==> src/rtl/core/bss_pkg.sv <==
`default_nettype none
package bss_pkg;

	// divider geometry
	localparam int DVD_W     = 32;
	localparam int DVS_W     = 16;
	localparam int QUO_W     = 16;
	localparam int DIV_STEPS = DVD_W;
	localparam int DIV_CNT_W = $clog2(DIV_STEPS);

	// configuration port
	localparam int CFG_IDX_W  = 3;
	localparam int CFG_DATA_W = 32;

	localparam logic [CFG_IDX_W-1:0] CFG_OC_LIMIT      = 3'd0;
	localparam logic [CFG_IDX_W-1:0] CFG_PRODUCT       = 3'd1;
	localparam logic [CFG_IDX_W-1:0] CFG_LOCK_MIN_RPM  = 3'd2;
	localparam logic [CFG_IDX_W-1:0] CFG_ALIGN_LEN     = 3'd3;
	localparam logic [CFG_IDX_W-1:0] CFG_OL_TIMEOUT    = 3'd4;
	localparam logic [CFG_IDX_W-1:0] CFG_LOCK_EVENTS   = 3'd5;
	localparam logic [CFG_IDX_W-1:0] CFG_STALL_TIMEOUT = 3'd6;

	localparam logic [15:0] RST_OC_LIMIT      = 16'd7800;
	localparam logic [31:0] RST_PRODUCT       = 32'd10000000;
	localparam logic [15:0] RST_LOCK_MIN_RPM  = 16'd900;
	localparam logic [7:0]  RST_ALIGN_LEN     = 8'd12;
	localparam logic [7:0]  RST_OL_TIMEOUT    = 8'd28;
	localparam logic [7:0]  RST_LOCK_EVENTS   = 8'd3;
	localparam logic [7:0]  RST_STALL_TIMEOUT = 8'd8;

	// commutation period ramp
	localparam logic [15:0] START_PERIOD_US = 16'd3200;
	localparam logic [15:0] MIN_PERIOD_US   = 16'd1100;
	localparam logic [15:0] PERIOD_STEP_US  = 16'd100;

	// duty limits in percent
	localparam logic [6:0] ALIGN_DUTY_LO  = 7'd18;
	localparam logic [6:0] ALIGN_DUTY_HI  = 7'd28;
	localparam logic [6:0] OPEN_DUTY_LO   = 7'd20;
	localparam logic [6:0] OPEN_DUTY_HI   = 7'd55;
	localparam logic [6:0] OPEN_DUTY_OFS  = 7'd8;
	localparam logic [6:0] LOCK_DUTY_LO   = 7'd24;
	localparam logic [6:0] LOCK_DUTY_HI   = 7'd70;
	localparam logic [6:0] CLOSED_DUTY_LO = 7'd24;
	localparam logic [6:0] CLOSED_DUTY_HI = 7'd80;

	localparam logic [2:0] LAST_SECTOR = 3'd5;

	localparam logic [2:0] FAULT_OVERCURRENT = 3'b001;
	localparam logic [2:0] FAULT_NO_LOCK     = 3'b010;
	localparam logic [2:0] FAULT_STALL       = 3'b100;

	typedef enum logic [2:0] {
		MODE_IDLE   = 3'd0,
		MODE_ALIGN  = 3'd1,
		MODE_OPEN   = 3'd2,
		MODE_CLOSED = 3'd3,
		MODE_FAULT  = 3'd4
	} mode_t;

	typedef enum logic [1:0] {
		LOCK_NONE    = 2'd0,
		LOCK_SEEKING = 2'd1,
		LOCK_LOCKED  = 2'd2,
		LOCK_LOST    = 2'd3
	} lock_t;

	// what to do with the quotient once the divider finishes
	typedef enum logic [1:0] {
		POST_NONE,
		POST_SPEED,
		POST_PERIOD,
		POST_OPEN_SPEED
	} post_op_t;

	typedef enum logic [1:0] {
		CS_IDLE,
		CS_PRE,
		CS_DIV,
		CS_DONE
	} ctl_state_t;

	typedef struct packed {
		logic [15:0] oc_limit;
		logic [31:0] product;
		logic [15:0] lock_min_rpm;
		logic [7:0]  align_len;
		logic [7:0]  ol_timeout;
		logic [7:0]  lock_events;
		logic [7:0]  stall_timeout;
	} cfg_t;

	typedef struct packed {
		logic        start_request;
		logic        clear_request;
		logic [6:0]  throttle;
		logic [15:0] phase_current;
		logic        zero_crossing;
		logic [15:0] measured_speed;
	} in_t;

	typedef struct packed {
		logic [2:0]  mode;
		logic [2:0]  sector;
		logic [1:0]  lock_status;
		logic [6:0]  duty;
		logic [15:0] period_us;
		logic [15:0] speed_estimate;
		logic [2:0]  fault_mask;
	} res_t;

	typedef struct packed {
		mode_t       mode;
		logic [2:0]  sector;
		lock_t       lock;
		logic [6:0]  duty;
		logic [15:0] period;
		logic [15:0] speed;
		logic [2:0]  fault;
		logic [7:0]  align_cnt;
		logic [7:0]  ramp_cnt;
		logic [7:0]  cross_cnt;
		logic [7:0]  miss_cnt;
	} arch_t;

	localparam arch_t ARCH_CLEAR = '{
		mode:      MODE_IDLE,
		sector:    3'd0,
		lock:      LOCK_NONE,
		duty:      7'd0,
		period:    16'd0,
		speed:     16'd0,
		fault:     3'd0,
		align_cnt: 8'd0,
		ramp_cnt:  8'd0,
		cross_cnt: 8'd0,
		miss_cnt:  8'd0
	};

	function automatic logic [6:0] bound7(input logic [6:0] v, input logic [6:0] lo,
			input logic [6:0] hi);
		logic [6:0] r;
		r = v;
		if (v < lo) begin
			r = lo;
		end else if (v > hi) begin
			r = hi;
		end
		return r;
	endfunction

	function automatic logic [7:0] sat_inc8(input logic [7:0] v);
		return (v == 8'hFF) ? v : v + 8'd1;
	endfunction

	function automatic logic [2:0] next_sector(input logic [2:0] s);
		return (s >= LAST_SECTOR) ? 3'd0 : s + 3'd1;
	endfunction

	function automatic logic [6:0] open_duty(input logic [6:0] thr);
		logic [6:0] d;
		d = (thr >= OPEN_DUTY_OFS) ? thr - OPEN_DUTY_OFS : 7'd0;
		return bound7(d, OPEN_DUTY_LO, OPEN_DUTY_HI);
	endfunction

	function automatic arch_t go_fault(input arch_t a, input logic [2:0] fbit);
		arch_t r;
		r = a;
		r.mode   = MODE_FAULT;
		r.lock   = LOCK_LOST;
		r.fault  = a.fault | fbit;
		r.duty   = 7'd0;
		r.period = 16'd0;
		r.speed  = 16'd0;
		return r;
	endfunction

endpackage
`default_nettype wire

==> src/rtl/core/bss_div.sv <==
`default_nettype none
module bss_div (
	input  wire logic                      clk,
	input  wire logic                      arst_n,
	input  wire logic                      start,
	input  wire logic [bss_pkg::DVD_W-1:0] dividend,
	input  wire logic [bss_pkg::DVS_W-1:0] divisor,
	output logic                           done,
	output logic [bss_pkg::QUO_W-1:0]      quotient
);
	import bss_pkg::*;

	logic                 busy_q;
	logic                 done_q;
	logic [DIV_CNT_W-1:0] cnt_q;
	logic [DVD_W-1:0]     dvd_q;
	logic [DVS_W-1:0]     dvs_q;
	logic [DVS_W-1:0]     rem_q;
	logic [QUO_W-1:0]     quo_q;
	logic                 ovf_q;

	logic [DVS_W:0]   rem_ext;
	logic [DVS_W:0]   diff;
	logic             ge;

	// restoring division, one quotient bit per cycle, msb first
	assign rem_ext = {rem_q, dvd_q[DVD_W-1]};
	assign ge      = (rem_ext >= {1'b0, dvs_q});
	assign diff    = rem_ext - {1'b0, dvs_q};

	always_ff @(posedge clk or negedge arst_n) begin
		if (!arst_n) begin
			busy_q <= 1'b0;
			done_q <= 1'b0;
			cnt_q  <= '0;
		end else begin
			done_q <= 1'b0;
			if (start) begin
				busy_q <= 1'b1;
				cnt_q  <= '0;
			end else if (busy_q) begin
				cnt_q <= cnt_q + 1'b1;
				if (cnt_q == DIV_CNT_W'(DIV_STEPS - 1)) begin
					busy_q <= 1'b0;
					done_q <= 1'b1;
				end
			end
		end
	end

	always_ff @(posedge clk) begin
		if (start) begin
			dvd_q <= dividend;
			dvs_q <= divisor;
			rem_q <= '0;
			quo_q <= '0;
			ovf_q <= 1'b0;
		end else if (busy_q) begin
			dvd_q <= {dvd_q[DVD_W-2:0], 1'b0};
			rem_q <= ge ? diff[DVS_W-1:0] : rem_ext[DVS_W-1:0];
			quo_q <= {quo_q[QUO_W-2:0], ge};
			// any bit pushed out of the narrow quotient means saturation
			ovf_q <= ovf_q | quo_q[QUO_W-1];
		end
	end

	assign done     = done_q;
	assign quotient = ovf_q ? '1 : quo_q;

endmodule
`default_nettype wire

==> src/rtl/core/bss_ctrl.sv <==
`default_nettype none
module bss_ctrl (
	input  wire logic                      clk,
	input  wire logic                      arst_n,
	input  wire bss_pkg::cfg_t             cfg,
	input  wire logic                      in_valid,
	output logic                           in_ready,
	input  wire bss_pkg::in_t              in_data,
	output logic                           out_valid,
	input  wire logic                      out_ready,
	output bss_pkg::res_t                  out_data,
	output logic                           div_start,
	output logic [bss_pkg::DVS_W-1:0]      div_divisor,
	input  wire logic                      div_done,
	input  wire logic [bss_pkg::QUO_W-1:0] div_quotient
);
	import bss_pkg::*;

	ctl_state_t state_q, state_d;
	arch_t      arch_q, arch_d;
	post_op_t   op_q, op_d;
	in_t        in_q;
	res_t       out_q;
	logic       out_valid_q;
	logic       out_load;

	always_ff @(posedge clk or negedge arst_n) begin
		if (!arst_n) begin
			state_q <= CS_IDLE;
			arch_q  <= ARCH_CLEAR;
			op_q    <= POST_NONE;
		end else begin
			state_q <= state_d;
			arch_q  <= arch_d;
			op_q    <= op_d;
		end
	end

	always_ff @(posedge clk) begin
		if (in_valid && in_ready) begin
			in_q <= in_data;
		end
	end

	always_comb begin
		arch_t       a;
		post_op_t    op;
		logic [15:0] dvs;
		logic [6:0]  thr;
		a           = arch_q;
		op          = POST_NONE;
		dvs         = '0;
		thr         = in_q.throttle;
		state_d     = state_q;
		arch_d      = arch_q;
		op_d        = op_q;
		in_ready    = 1'b0;
		div_start   = 1'b0;
		div_divisor = '0;
		out_load    = 1'b0;
		case (state_q)
			CS_IDLE: begin
				in_ready = 1'b1;
				if (in_valid) begin
					state_d = CS_PRE;
				end
			end
			CS_PRE: begin
				if (in_q.clear_request) begin
					a = ARCH_CLEAR;
				end
				if (in_q.start_request && a.mode == MODE_IDLE) begin
					a       = ARCH_CLEAR;
					a.mode  = MODE_ALIGN;
					a.lock  = LOCK_SEEKING;
					a.duty  = bound7(thr >> 1, ALIGN_DUTY_LO, ALIGN_DUTY_HI);
				end
				if ((a.mode == MODE_ALIGN || a.mode == MODE_OPEN || a.mode == MODE_CLOSED)
						&& in_q.phase_current >= cfg.oc_limit) begin
					a = go_fault(a, FAULT_OVERCURRENT);
				end else begin
					case (a.mode)
						MODE_ALIGN: begin
							a.align_cnt = sat_inc8(a.align_cnt);
							a.duty      = bound7(thr >> 1, ALIGN_DUTY_LO, ALIGN_DUTY_HI);
							a.speed     = '0;
							if (a.align_cnt >= cfg.align_len) begin
								a.mode      = MODE_OPEN;
								a.period    = START_PERIOD_US;
								a.duty      = open_duty(thr);
								a.ramp_cnt  = '0;
								a.cross_cnt = '0;
							end
						end
						MODE_OPEN: begin
							a.ramp_cnt = sat_inc8(a.ramp_cnt);
							a.sector   = next_sector(a.sector);
							if (a.period > MIN_PERIOD_US) begin
								a.period = (a.period >= MIN_PERIOD_US + PERIOD_STEP_US)
									? a.period - PERIOD_STEP_US : MIN_PERIOD_US;
							end
							a.duty = open_duty(thr);
							if (in_q.zero_crossing) begin
								a.cross_cnt = sat_inc8(a.cross_cnt);
							end
							if (in_q.measured_speed != '0) begin
								a.speed = in_q.measured_speed;
								if (a.cross_cnt >= cfg.lock_events
										&& in_q.measured_speed >= cfg.lock_min_rpm) begin
									a.mode     = MODE_CLOSED;
									a.lock     = LOCK_LOCKED;
									a.duty     = bound7(thr, LOCK_DUTY_LO, LOCK_DUTY_HI);
									a.miss_cnt = '0;
									op         = POST_PERIOD;
									dvs        = in_q.measured_speed;
								end else if (a.ramp_cnt > cfg.ol_timeout) begin
									a = go_fault(a, FAULT_NO_LOCK);
								end
							end else begin
								// lock decision waits for the speed estimate
								op  = POST_OPEN_SPEED;
								dvs = a.period;
							end
						end
						MODE_CLOSED: begin
							a.duty = bound7(thr, CLOSED_DUTY_LO, CLOSED_DUTY_HI);
							if (in_q.zero_crossing) begin
								a.sector   = next_sector(a.sector);
								a.miss_cnt = '0;
								if (in_q.measured_speed != '0) begin
									a.speed = in_q.measured_speed;
									op      = POST_PERIOD;
									dvs     = in_q.measured_speed;
								end else begin
									op  = POST_SPEED;
									dvs = a.period;
								end
							end else begin
								a.miss_cnt = sat_inc8(a.miss_cnt);
								if (a.miss_cnt > cfg.stall_timeout) begin
									a = go_fault(a, FAULT_STALL);
								end else begin
									op  = POST_SPEED;
									dvs = a.period;
								end
							end
						end
						default: begin
						end
					endcase
				end
				arch_d      = a;
				op_d        = op;
				div_divisor = dvs;
				if (op != POST_NONE) begin
					div_start = 1'b1;
					state_d   = CS_DIV;
				end else begin
					state_d = CS_DONE;
				end
			end
			CS_DIV: begin
				if (div_done) begin
					case (op_q)
						POST_SPEED: begin
							a.speed = div_quotient;
						end
						POST_PERIOD: begin
							a.period = div_quotient;
						end
						POST_OPEN_SPEED: begin
							a.speed = div_quotient;
							if (a.cross_cnt >= cfg.lock_events
									&& div_quotient >= cfg.lock_min_rpm) begin
								a.mode     = MODE_CLOSED;
								a.lock     = LOCK_LOCKED;
								a.duty     = bound7(thr, LOCK_DUTY_LO, LOCK_DUTY_HI);
								a.miss_cnt = '0;
							end else if (a.ramp_cnt > cfg.ol_timeout) begin
								a = go_fault(a, FAULT_NO_LOCK);
							end
						end
						default: begin
						end
					endcase
					arch_d  = a;
					state_d = CS_DONE;
				end
			end
			CS_DONE: begin
				if (!out_valid_q || out_ready) begin
					out_load = 1'b1;
					state_d  = CS_IDLE;
				end
			end
			default: begin
				state_d = CS_IDLE;
			end
		endcase
	end

	always_ff @(posedge clk or negedge arst_n) begin
		if (!arst_n) begin
			out_valid_q <= 1'b0;
		end else if (out_load) begin
			out_valid_q <= 1'b1;
		end else if (out_ready) begin
			out_valid_q <= 1'b0;
		end
	end

	always_ff @(posedge clk) begin
		if (out_load) begin
			out_q.mode           <= arch_q.mode;
			out_q.sector         <= arch_q.sector;
			out_q.lock_status    <= arch_q.lock;
			out_q.duty           <= arch_q.duty;
			out_q.period_us      <= arch_q.period;
			out_q.speed_estimate <= arch_q.speed;
			out_q.fault_mask     <= arch_q.fault;
		end
	end

	assign out_valid = out_valid_q;
	assign out_data  = out_q;

endmodule
`default_nettype wire

==> src/rtl/core/sensorless_bldc_startup_sequencer.sv <==
`default_nettype none
// Start-up sequencer for a sensorless BLDC drive, one input transfer per control tick.
// A tick whose step needs no rpm/period conversion passes the pre and done states;
// a tick that converts (open-loop speed estimate, closed-loop speed or period, period
// at lock) also waits in the divide state for the shared restoring divider, which
// produces one quotient bit per cycle over the 32-bit rpm_period_product. Results
// sit in an output register, so a new tick is taken while the previous result waits for
// out_ready. Configuration writes take effect at once and belong between ticks.
module sensorless_bldc_startup_sequencer (
	input  wire logic                           clk,
	input  wire logic                           arst_n,
	input  wire logic                           cfg_write,
	input  wire logic [bss_pkg::CFG_IDX_W-1:0]  cfg_index,
	input  wire logic [bss_pkg::CFG_DATA_W-1:0] cfg_data,
	input  wire logic                           in_valid,
	output logic                                in_ready,
	input  wire logic                           start_request,
	input  wire logic                           clear_request,
	input  wire logic [6:0]                     throttle,
	input  wire logic [15:0]                    phase_current,
	input  wire logic                           zero_crossing,
	input  wire logic [15:0]                    measured_speed,
	output logic                                out_valid,
	input  wire logic                           out_ready,
	output logic [2:0]                          mode,
	output logic [2:0]                          sector,
	output logic [1:0]                          lock_status,
	output logic [6:0]                          duty,
	output logic [15:0]                         period_us,
	output logic [15:0]                         speed_estimate,
	output logic [2:0]                          fault_mask
);
	import bss_pkg::*;

	cfg_t             cfg_q;
	in_t              in_data;
	res_t             out_data;
	logic             div_start;
	logic [DVS_W-1:0] div_divisor;
	logic             div_done;
	logic [QUO_W-1:0] div_quotient;

	always_ff @(posedge clk or negedge arst_n) begin
		if (!arst_n) begin
			cfg_q.oc_limit      <= RST_OC_LIMIT;
			cfg_q.product       <= RST_PRODUCT;
			cfg_q.lock_min_rpm  <= RST_LOCK_MIN_RPM;
			cfg_q.align_len     <= RST_ALIGN_LEN;
			cfg_q.ol_timeout    <= RST_OL_TIMEOUT;
			cfg_q.lock_events   <= RST_LOCK_EVENTS;
			cfg_q.stall_timeout <= RST_STALL_TIMEOUT;
		end else if (cfg_write) begin
			case (cfg_index)
				CFG_OC_LIMIT:      cfg_q.oc_limit      <= cfg_data[15:0];
				CFG_PRODUCT:       cfg_q.product       <= cfg_data[31:0];
				CFG_LOCK_MIN_RPM:  cfg_q.lock_min_rpm  <= cfg_data[15:0];
				CFG_ALIGN_LEN:     cfg_q.align_len     <= cfg_data[7:0];
				CFG_OL_TIMEOUT:    cfg_q.ol_timeout    <= cfg_data[7:0];
				CFG_LOCK_EVENTS:   cfg_q.lock_events   <= cfg_data[7:0];
				CFG_STALL_TIMEOUT: cfg_q.stall_timeout <= cfg_data[7:0];
				default: begin
				end
			endcase
		end
	end

	assign in_data.start_request  = start_request;
	assign in_data.clear_request  = clear_request;
	assign in_data.throttle       = throttle;
	assign in_data.phase_current  = phase_current;
	assign in_data.zero_crossing  = zero_crossing;
	assign in_data.measured_speed = measured_speed;

	bss_ctrl u_ctrl (
		.clk          (clk),
		.arst_n       (arst_n),
		.cfg          (cfg_q),
		.in_valid     (in_valid),
		.in_ready     (in_ready),
		.in_data      (in_data),
		.out_valid    (out_valid),
		.out_ready    (out_ready),
		.out_data     (out_data),
		.div_start    (div_start),
		.div_divisor  (div_divisor),
		.div_done     (div_done),
		.div_quotient (div_quotient)
	);

	bss_div u_div (
		.clk      (clk),
		.arst_n   (arst_n),
		.start    (div_start),
		.dividend (cfg_q.product),
		.divisor  (div_divisor),
		.done     (div_done),
		.quotient (div_quotient)
	);

	assign mode           = out_data.mode;
	assign sector         = out_data.sector;
	assign lock_status    = out_data.lock_status;
	assign duty           = out_data.duty;
	assign period_us      = out_data.period_us;
	assign speed_estimate = out_data.speed_estimate;
	assign fault_mask     = out_data.fault_mask;

endmodule
`default_nettype wire

==> config.mk <==
export PLATFORM = sky130hd
export DESIGN_NAME = sensorless_bldc_startup_sequencer
export DESIGN_NICKNAME = d
export VERILOG_FILES = /design/src/rtl/core/bss_pkg.sv /design/src/rtl/core/bss_div.sv /design/src/rtl/core/bss_ctrl.sv /design/src/rtl/core/sensorless_bldc_startup_sequencer.sv
export SDC_FILE = /design/constraint.sdc
export NUM_CORES = 1
export LEC_CHECK = 0
export BUFFER_PORTS_ARGS = -buffer_cell sky130_fd_sc_hd__buf_2
export CAP_MARGIN = 10
export CORE_ASPECT_RATIO = 0.6
export CORE_UTILIZATION = 35
export CTS_CLUSTER_SIZE = 12
export DETAILED_ROUTE_END_ITERATION = 7
export PLACE_DENSITY_LB_ADDON = 0.12
export SYNTH_ARGS = -nofsm -noshare
export SYNTH_HDL_FRONTEND = slang
export SYNTH_HIERARCHICAL = 1
export SYNTH_SLANG_ARGS = --single-unit
==> constraint.sdc <==
create_clock -name clk -period 6.3 [get_ports clk]
set_clock_uncertainty 0.2 [all_clocks]
set_input_delay 1.26 -clock clk [delete_from_list [all_inputs] [get_ports clk]]
set_output_delay 1.26 -clock clk [all_outputs]
set_load 0.02 [all_outputs]
Word level (Yosys, flattened, before mapping) --
Index checks and enable logic that the tools add are counted.
Operators by class: add/sub/neg operators 9, order comparisons 21, equality and inequality tests 33, muxes and demuxes 99, bitwise logic cells 3, reductions and logical operators 33
Operator list (count):
- $mux 82 | 10
- $mux 16 | 12
- $pmux 82 s2 | 1
- $mux 59 | 2
- $pmux 39 s3 | 1
- $pmux 16 s2 | 3
- $mux 8 | 11
- $pmux 24 s3 | 1
- $mux 32 | 2
- $mux 7 | 8
- $ge 16x16->1 | 3
- $mux 35 | 1
- $add 8x1->8 const B | 4
- $eq 8x8->1 const B | 4
- $mux 27 | 1
- $mux 25 | 1
- $ge 8x8->1 | 3
- $gt 8x8->1 | 3
- $mux 3 | 8
- $mux 23 | 1
- $mux 2 | 9
- $mux 9 | 2
- $ge 17x16->1 | 1
- $ge 16x11->1 const B | 1
- other kinds (49) | 105
Word-level totals: bits in registers 363, input bits 82, output and inout port bits 52, logic and storage cells 241

Longest topological paths before layout --
Gate-level depths: netlist (run 1).
word-level depth 23, gate-level depth with buffers 29, mapped depth without buffers 23

Modules after synthesis --
Netlist (run 1), hierarchy kept.
By module, submodules not included:
- bss_ctrl | times used 1, cells each 1285, area each 12070.3 sq um, seq. area each 4939.7 sq um
- bss_div | times used 1, cells each 386, area each 4374.2 sq um, seq. area each 2277.2 sq um
- sensorless_bldc_startup_sequencer | times used 1, cells each 211, area each 3722.3 sq um, seq. area each 2437.3 sq um

Least setup slack after synthesis (run 1) --
Ideal clock, no wire load.
kind register -> register, start reg u_ctrl/arch_q[80] in the netlist's numbering, end reg u_div.dvd_q[0] (enable), library setup time 0.387 ns, arrival time 6.286 ns, required time 5.713 ns, path slack -0.573 ns, cell stages (with the launch flop) 27, path buffers 6, period minus slack after synthesis 6.873 ns, cells stage by stage dfrtp_1 buf_6 or4b_4 buf_6 nand2_1 buf_2 clkbuf_1 buf_1 nor2_1 ha_1 nand3_1 nor2_1 a21oi_1 and3_1 nand4_1 xor2_1 nor2_1 ha_1 nand3_1 o21ai_0 nand3_1 a2bb2oi_1 o211a_1 nor2_1 clkbuf_1 nor2_1 inv_1
Between the ends: longest elaborated chain between the ends 23, elaborated cells between the ends (all ways) 36, classes of those cells add/sub: 2; order compare: 2; eq/ne: 5; mux: 19; reduce/logical: 8
RTL lines:
- from (decl) | RTL line bss_ctrl.sv:20 | arch_t arch_q, arch_d;
- from (signal assigned) | RTL line bss_ctrl.sv:34 | arch_q <= arch_d;
- $mux 82 (*) | RTL line bss_ctrl.sv:69 | if (in_q.clear_request) begin
- $mux 82 (*) | RTL line bss_ctrl.sv:61 | case (state_q)
- $logic_not 3->1 | RTL line bss_ctrl.sv:72 | if (in_q.start_request && a.mode == MODE_IDLE) begin
- $logic_and 1x1->1 | RTL line bss_ctrl.sv:72
- $mux 82 (*) | RTL line bss_ctrl.sv:72
- $mux 82 (*) | RTL line bss_ctrl.sv:61
- $add 8x1->8 or $eq 8x8->1 (tied branches) | RTL line bss_pkg.sv:153 | return (v == 8'hFF) ? v : v + 8'd1;
- $mux 8 | RTL line bss_pkg.sv:153
- [... 8 more ...]
- $pmux 2 s2 | RTL line bss_ctrl.sv:82 | case (a.mode)
- $mux 2 (*) | RTL line bss_ctrl.sv:78 | if ((a.mode == MODE_ALIGN || a.mode == MODE_OPEN || a.mode == MODE_CLOSED)
- $mux 2 (*) | RTL line bss_ctrl.sv:61
- $reduce_bool 2->1 (*) | RTL line bss_ctrl.sv:155 | if (op != POST_NONE) begin
- $mux 1 (*) | RTL line bss_ctrl.sv:155
- $mux 1 (*) | RTL line bss_ctrl.sv:61
- via div_start | RTL line sensorless_bldc_startup_sequencer.sv:38 | logic div_start;
- $reduce_bool 2->1 (no source line) (*)
- to (signal assigned) | RTL line bss_div.sv:53 | dvd_q <= dividend;
- to (signal assigned) | RTL line bss_div.sv:59 | dvd_q <= {dvd_q[DVD_W-2:0], 1'b0};
- to (decl) | RTL line bss_div.sv:16 | logic [DVD_W-1:0] dvd_q;
Mark *: on every way through the listed nets, which the timed path passes. The rest lies on a longest branch. The select of a mux whose other input is x is not followed. A chain may end at the register's enable or synchronous reset.

Worst setup path after layout (run 1) --
start reg u_ctrl/in_q[41] in the netlist's numbering, end reg u_ctrl/arch_q[52] in the netlist's numbering
Between the ends: longest elaborated chain between the ends 16, elaborated cells between the ends (all ways) 44, classes of those cells add/sub: 5; order compare: 6; eq/ne: 7; mux: 21; reduce/logical: 5
RTL lines:
- from (decl) | RTL line bss_ctrl.sv:22 | in_t in_q;
- from (signal assigned) | RTL line bss_ctrl.sv:41 | in_q <= in_data;
- $logic_and 1x1->1 (*) | RTL line bss_ctrl.sv:72
- $mux 82 (*) | RTL line bss_ctrl.sv:72
- $mux 82 (*) | RTL line bss_ctrl.sv:61
- $add 8x1->8 or $eq 8x8->1 (tied branches) | RTL line bss_pkg.sv:153
- $mux 8 | RTL line bss_pkg.sv:153
- $mux 8 | RTL line bss_ctrl.sv:103 | if (in_q.zero_crossing) begin
- $mux 8 | RTL line bss_ctrl.sv:82
- $mux 8 | RTL line bss_ctrl.sv:78
- $mux 8 | RTL line bss_ctrl.sv:61
- $ge 8x8->1 | RTL line bss_ctrl.sv:108 | if (a.cross_cnt >= cfg.lock_events
- $logic_and 1x1->1 | RTL line bss_ctrl.sv:109 | && in_q.measured_speed >= cfg.lock_min_rpm) begin
- $mux 59 | RTL line bss_ctrl.sv:108
- $mux 82 | RTL line bss_ctrl.sv:106 | if (in_q.measured_speed != '0) begin
- $pmux 39 s3 | RTL line bss_ctrl.sv:82
- $mux 82 (*) | RTL line bss_ctrl.sv:78
- $pmux 82 s2 (*) | RTL line bss_ctrl.sv:61
Mark *: on every way between the ends. The rest lies on a longest branch, timed or not. The select of a mux whose other input is x is not followed.

==> results of run 1 <==
[worst max-delay path, cell delays in order (launching register included)]
cell and delay (ns):
sky130_fd_sc_hd__edfxtp_1 0.45, sky130_fd_sc_hd__or4b_4 0.63, sky130_fd_sc_hd__and3_1 0.29, sky130_fd_sc_hd__ha_1 0.27, sky130_fd_sc_hd__and3_1 0.17, sky130_fd_sc_hd__nand3_1 0.23
sky130_fd_sc_hd__nand4_1 0.27, sky130_fd_sc_hd__or3_1 0.41, sky130_fd_sc_hd__a21oi_1 0.23, sky130_fd_sc_hd__ha_1 0.29, sky130_fd_sc_hd__a211o_1 0.29, sky130_fd_sc_hd__a21oi_1 0.18
sky130_fd_sc_hd__or3b_2 0.47, sky130_fd_sc_hd__a21o_1 0.35, sky130_fd_sc_hd__nand2_1 0.50, sky130_fd_sc_hd__a21oi_1 0.12, sky130_fd_sc_hd__o21a_1 0.22, sky130_fd_sc_hd__o21ai_0 0.17
[report_power, final]
part	total (uW)	internal, uW	switching (uW)
clock network	2220	1250	971
logic	4260	1580	2680
registers	3820	3310	516
[synthesized netlist by cell type, types with 33 or more instances]
| library cell | n | share of area (%) |
|---|---|---|
| sky130_fd_sc_hd__a21oi_1 | 112 | 2.8 |
| sky130_fd_sc_hd__clkbuf_1 | 52 | 0.97 |
| sky130_fd_sc_hd__dfrtp_1 | 162 | 20 |
| sky130_fd_sc_hd__dfxtp_1 | 33 | 3.3 |
| sky130_fd_sc_hd__edfxtp_1 | 140 | 21 |
| sky130_fd_sc_hd__ha_1 | 129 | 8.0 |
| sky130_fd_sc_hd__inv_1 | 112 | 2.1 |
| sky130_fd_sc_hd__mux2_2 | 119 | 6.6 |
| sky130_fd_sc_hd__mux2i_1 | 36 | 1.8 |
| sky130_fd_sc_hd__nand2_1 | 107 | 2.0 |
| sky130_fd_sc_hd__nand3_1 | 37 | 0.92 |
| sky130_fd_sc_hd__nor2_1 | 155 | 2.9 |
| sky130_fd_sc_hd__o21ai_0 | 97 | 2.4 |
[sequential cells by signal, summed over array words and instances (netlist names)]
signal	cells
cfg_q	96
u_ctrl/arch_q	82
u_ctrl/in_q	42
u_ctrl/op_q	2
u_ctrl/out_data	50
u_ctrl/out_valid	1
u_ctrl/state_q	2
u_div/busy_q	1
u_div/cnt_q	5
u_div/done	1
u_div/dvd_q	32
u_div/dvs_q	16
u_div/ovf_q	1
u_div/quo_q	16
u_div/rem_q	16
[cell type report]
class / count / area [sq um]
antenna: 4 / 10.01
fill: 5491 / 33290
clock buffer: 61 / 1141
tap: 759 / 949.7
multi-input combinational: 1321 / 9753
clock inverter: 11 / 71.32
inverter: 113 / 427.9
sequential: 363 / 9656
timing repair buffer: 179 / 1032
[cells by family after synthesis]
kind of cell,Yosys count,synth area share (%)
compound gates,475,16.06
xor+xnor,40,1.737
fa+ha+maj,130,8.103
buf+inv,198,4.095
flops,363,47.87
mux,168,9.344
simple gates,508,12.79
[metrics by stage]
stage	hold slack, ns	utilization (%)	setup WS, ns
floorplan	0.2186	-	0.08888
finish	0.2563	40.90	0.4642
global route	0.2666	40.89	0.04871
CTS	0.2539	40.88	0.6180
detailed placement	0.2399	38.73	0.6350
global placement	0.2319	38.73	0.7588
[worst min path at each step]
stage	from	endpoint	slack (ns)	depth (start not counted)
after CTS	u_ctrl/arch_q[70]$_DFFE_PN0P_	u_ctrl/out_data[38]$_DFFE_PP_	0.25	0
after floorplan	u_ctrl/arch_q[32]$_DFFE_PN0P_	u_ctrl/out_data[0]$_DFFE_PP_	0.22	0
after detailed placement	u_ctrl/arch_q[70]$_DFFE_PN0P_	u_ctrl/out_data[38]$_DFFE_PP_	0.24	0
after global placement	u_ctrl/arch_q[74]$_DFFE_PN0P_	u_ctrl/out_data[42]$_DFFE_PP_	0.23	0
after global routing	u_ctrl/arch_q[70]$_DFFE_PN0P_	u_ctrl/out_data[38]$_DFFE_PP_	0.27	0
final	u_ctrl/arch_q[70]$_DFFE_PN0P_	u_ctrl/out_data[38]$_DFFE_PP_	0.26	0
[metal layers]
metal  global-route usage [%]  up-vias  part of all wire (%)
met5                        0        -                 0.021
met4                    4.129        2                   1.7
met3                    5.209       82                   8.7
met2                    27.02      565                    38
met1                    33.66     7526                    52
li1                         -     7289                     -
==> impl_metrics.json, run 1 <==
{
  "drt-wirelength-per-cell_um": 21.79,
  "setup_viol_count_final": 0,
  "drt_iter0_drc": 1311,
  "maxCapViolations": 0,
  "grt_usage_pct": 20.81,
  "die_area_sq_um": 58620,
  "tritoncts.num_buffers": 39,
  "grt_pass1_vias": 14742,
  "finalInstanceArea_sq_um": 23040,
  "share_of_cells_above_drive_strength_1_pct": 21.92,
  "num_rows": 67,
  "fmax_mhz": 171.4,
  "detailedPlacementHpwl_um": 45470,
  "drt-pass1-iter-count": 5,
  "layout.cells.most_common": "sky130_fd_sc_hd__dfrtp_1",
  "worst_setup_ep_type": "flop",
  "grt.overflow.total": 0,
  "slew_at_the_pin_with_the_worst_max_slew_slack_ns": 1.120,
  "cts_tree": "done",
  "cp_data_required_time_ns": 6.58,
  "antenna_found_initial": 2,
  "setup.worst_path.end": "u_ctrl/arch_q[52]$_DFFE_PN0P_",
  "timing.critical_path.fanout_max": 12,
  "finalWeightedCongestion": 0.9302,
  "timing_hold_violations_final": 0,
  "setup.reg_to_reg.worst_slack_ns": 0.46,
  "status": "finished, final reports clean",
  "portBuffers": 133,
  "route.detailed.vias_per_inst": 5.501,
  "placement.cell_area_sq_um": 21820,
  "area_growth_syn_to_layout_pct": 14.25,
  "reg2regPathDepth": 17,
  "power.ir.vdd_worst_mv": 0.1712,
  "layoutNonFillerInstCount": 2811,
  "clock_latency_at_the_later_pin_of_the_worst_skew_pair_ns": 0.57,
  "synthesis.area_sq_um": 20170,
  "route.final.wire_length_um": 61250,
  "synthDistinctLibCells": 97,
  "final_antenna_net_count": 0,
  "fp.dieW_um": 311.9,
  "synth_seq_area_share_pct": 47.87,
  "wire_length_of_the_first_global_routing_pass_um": 93230,
  "cts.reportedPaths.clkPinSlew_ns": 0.06,
  "placed_cells": 2735,
  "highest_count_cells_in_the_layout_ignoring_fill_and_taps": "sky130_fd_sc_hd__dfrtp_1 (161), sky130_fd_sc_hd__nor2_1 (152), sky130_fd_sc_hd__edfxtp_1 (140), sky130_fd_sc_hd__buf_2 (132), sky130_fd_sc_hd__ha_1 (129)",
  "timing.setup.tns_ns": 0,
  "timing.max_slew.rel_slack_pct": 24.81,
  "critical_path.startpoint_type": "flop",
  "floorplan.io_pins": 134,
  "synthCells": 1882,
  "clk_path_buf_depth": 3,
  "cts_repair_resize_count": 0,
  "synth_enable_flop_cells": 140,
  "dr_total_vias": 15464,
  "pin_count_of_the_biggest_net_entering_global_routing": 81,
  "finalMaxSlewViolations": 0,
  "cts_sinks": 363,
  "initial_utilization_pct": 35.80,
  "synthesis.yosys.warnings": 6,
  "synth_nets": 2094,
  "fp.coreArea_sq_um": 56330,
  "p_leak_uw": 0.009763,
  "floorplan.die.height_um": 187.9,
  "worst_ep_arrival_time_ns": 6.11,
  "post-route-drc-count": 0,
  "post-cts-setup-buffers": 0,
  "finalCritPeriodShare_pct": 92.63,
  "worstHoldPathType": "reg -> reg",
  "synth_flop_cell": "sky130_fd_sc_hd__dfrtp_1",
  "worstReg2RegStart": "u_ctrl/in_q[41]$_DFFE_PP_",
  "finalWorstPathRequiredPeriod_ns": 5.836,
  "synth_area_per_cell_sq_um": 10.72,
  "power_density_nw_per_um2": 447.3,
  "total_power_uw": 10310,
  "timing_startpoint_of_the_critical_path": "u_ctrl/in_q[41]$_DFFE_PP_",
  "synthArstFlopShare_pct": 52.34,
  "timing.rr.end": "u_ctrl/arch_q[52]$_DFFE_PN0P_",
  "clockRootBuffer": "sky130_fd_sc_hd__clkbuf_16",
  "ys_seq_elements": 363,
  "ctsHtreeMaxLevel": 2,
  "worst-setup-path-type": "reg -> reg",
  "number_of_buffers_inserted_by_hold_repair_at_cts": 0,
  "finish.net_count": 2229,
  "unrepaired_setup_endpoints_after_global_routing": "false"
}
No activity file was read; power rests on OpenSTA's default activity.
==> inputs of run 2 (changes only) <==
--- a/config.mk
+++ b/config.mk
@@ -8,7 +8,7 @@
 export BUFFER_PORTS_ARGS = -buffer_cell sky130_fd_sc_hd__buf_2
 export CAP_MARGIN = 10
 export CORE_ASPECT_RATIO = 0.6
-export CORE_UTILIZATION = 35
+export CORE_UTILIZATION = 40
 export CTS_CLUSTER_SIZE = 12
 export DETAILED_ROUTE_END_ITERATION = 7
 export PLACE_DENSITY_LB_ADDON = 0.12
==> run 2 against run 1 <==
Critical path depth unchanged; global-route usage rose by 2.1 points; critical endpoint is now u_ctrl/arch_q[55]$_DFFE_PN0P_; hold slack got worse by 0.0053 ns; critical path type unchanged; combinational power shrank 2%; largest cell class unchanged.
==> impl_metrics.json, run 2 (same netlist as run 1, synthesis figures left out) <==
{
  "maxCapViolations": 0,
  "final-seq-area_sq_um": 9656,
  "slew_at_the_pin_with_the_worst_max_slew_slack_ns": 1.125,
  "cts_tree": "done",
  "cts.reportedPaths.clkPinSlew_ns": 0.06,
  "worst_ep_arrival_time_ns": 6.12,
  "antenna_cells": 0,
  "ctsHtreeMaxLevel": 2,
  "die_area_sq_um": 51350,
  "timing_hold_violations_final": 0,
  "reg2regPathDepth": 17,
  "timing.max_slew.rel_slack_pct": 25.01,
  "wire_length_of_the_first_global_routing_pass_um": 89970,
  "post-cts-setup-buffers": 0,
  "drt-wirelength-per-cell_um": 22.16,
  "regMostFlops": "cfg_q",
  "num_rows": 63,
  "antenna_found_initial": 1,
  "status": "finished, final reports clean",
  "clockRootBuffer": "sky130_fd_sc_hd__clkbuf_16",
  "post-route-worst-setup-slack_ns": 0.4517,
  "worst_setup_ep_type": "flop",
  "critical_path.startpoint_type": "flop",
  "fp.coreArea_sq_um": 49580,
  "grt.overflow.total": 0,
  "setup_viol_count_final": 0,
  "share_of_cells_above_drive_strength_1_pct": 21.74,
  "cp_data_required_time_ns": 6.57,
  "detailedPlacementHpwl_um": 43710,
  "drt-pass1-iter-count": 8,
  "timing.critical_path.fanout_max": 12,
  "layout.cells.most_common": "sky130_fd_sc_hd__dfrtp_1",
  "finalMaxSlewViolations": 0,
  "initial_utilization_pct": 40.67,
  "post-route-drc-count": 0,
  "power.ir.vdd_worst_mv": 0.2771,
  "timing.setup.tns_ns": 0,
  "dr_total_vias": 15609,
  "unrepaired_setup_endpoints_after_global_routing": "false",
  "route.final.wire_length_um": 59660,
  "cts_sinks": 363,
  "pin_count_of_the_biggest_net_entering_global_routing": 106,
  "dp_worst_setup_slack_ns": 0.4679,
  "drt_iter0_drc": 1616,
  "portBuffers": 133,
  "area_growth_syn_to_layout_pct": 13.90,
  "fp.dieW_um": 291.9,
  "finish.net_count": 2224,
  "largest_register_ff_count": 96,
  "clock_latency_at_the_later_pin_of_the_worst_skew_pair_ns": 0.55,
  "finalWeightedCongestion": 0.9519,
  "finalCritPeriodShare_pct": 92.83,
  "grt_pass1_vias": 14511,
  "power_density_nw_per_um2": 454.3,
  "p_leak_uw": 0.009784,
  "final_antenna_net_count": 0,
  "worst-setup-path-type": "reg -> reg",
  "worstHoldPathType": "reg -> reg",
  "filler_cell_count": 4645,
  "highest_count_cells_in_the_layout_ignoring_fill_and_taps": "sky130_fd_sc_hd__dfrtp_1 (161), sky130_fd_sc_hd__nor2_1 (152), sky130_fd_sc_hd__edfxtp_1 (140), sky130_fd_sc_hd__buf_2 (132), sky130_fd_sc_hd__ha_1 (129)",
  "fmax_mhz": 171.0,
  "floorplan.io_pins": 134,
  "worst_hold_depth": 0,
  "clk_path_buf_depth": 3,
  "multi_input_comb_area_sq_um": 9759,
  "floorplan.die.height_um": 175.9,
  "grt_usage_pct": 22.91,
  "route.detailed.vias_per_inst": 5.798,
  "tritoncts.num_buffers": 39,
  "finalWorstPathRequiredPeriod_ns": 5.848
}
run 2: changes by cell type in the layout (fill, tap and decap cells not counted), sizes merged:
cell	previous run	this run
diode	4	0
clkinv	11	6
bufinv	0	4
buf	178	173
run 2: cell type report:
cell class,count,share of cell area (%)
clock buffers,61,4.875
clock inverters,10,0.8116
inverters,113,1.863
multi-input cells,1321,42.49
flip-flops and latches,363,42.04
well taps,650,3.541
repair buffers,174,4.385
run 2: critical path, cell delays in order, from the launching register on:
cell and delay [ns]:
sky130_fd_sc_hd__edfxtp_1 0.45, sky130_fd_sc_hd__or4b_4 0.63, sky130_fd_sc_hd__and3_1 0.29, sky130_fd_sc_hd__ha_1 0.27
sky130_fd_sc_hd__and3_1 0.17, sky130_fd_sc_hd__nand3_1 0.23, sky130_fd_sc_hd__nand4_1 0.29, sky130_fd_sc_hd__or3_1 0.41
sky130_fd_sc_hd__a21oi_1 0.26, sky130_fd_sc_hd__ha_1 0.30, sky130_fd_sc_hd__a211o_1 0.27, sky130_fd_sc_hd__a21oi_1 0.17
sky130_fd_sc_hd__or3b_2 0.49, sky130_fd_sc_hd__a21o_1 0.36, sky130_fd_sc_hd__nand2_1 0.47, sky130_fd_sc_hd__a32o_1 0.24
sky130_fd_sc_hd__a22oi_1 0.07, sky130_fd_sc_hd__a21oi_1 0.18
run 2: stage by stage:
stage | power, uW | area [sq um] | hold slack, ns | std cells | util, %
detailed placement | 8015 | 21660 | 0.2438 | 2621 | 43.68
CTS | 10430 | 22960 | 0.2568 | 2692 | 46.31
global placement | 7935 | 21660 | 0.2390 | 2621 | 43.68
global route | 11060 | 22970 | 0.2619 | 2692 | 46.33
floorplan | 6593 | 20190 | 0.2186 | 1882 | -
finish | 10440 | 22970 | 0.2510 | 2692 | 46.33
run 2: worst paths after layout:
path / from / to / slack, ns
max: u_ctrl/in_q[41]$_DFFE_PP_ / u_ctrl/arch_q[55]$_DFFE_PN0P_ / 0.45
min: u_ctrl/arch_q[68]$_DFFE_PN0P_ / u_ctrl/out_data[36]$_DFFE_PP_ / 0.25
min reg2reg: u_ctrl/arch_q[68]$_DFFE_PN0P_ / u_ctrl/out_data[36]$_DFFE_PP_ / 0.25
max in group asynchronous: arst_n / u_ctrl/arch_q[40]$_DFFE_PN0P_ / 4.19
min in group asynchronous: arst_n / cfg_q[65]$_DFFE_PN0P_ / 0.64
max reg2reg: u_ctrl/in_q[41]$_DFFE_PP_ / u_ctrl/arch_q[55]$_DFFE_PN0P_ / 0.45
run 2: timing repair:
action | CTS | global route
setup endpoints to repair | 0 | 1
gates resized for setup | 0 | 1
hold buffers | 0 | 0
run 2: per-layer routing:
metal	wire length (um)	global-route usage, %	share of wire (%)
met1	30230	36.85	51
met2	23590	30.94	40
met3	5027	4.897	8.4
met4	803	4.013	1.3
met5	0	0	0
run 2: power breakdown:
| part | internal (uW) | switching (uW) | leakage, uW |
|---|---|---|---|
| sequential | 3310 | 574 | 0.00395 |
| combinational | 1580 | 2610 | 0.00520 |
| clock | 1400 | 972 | 0.000631 |
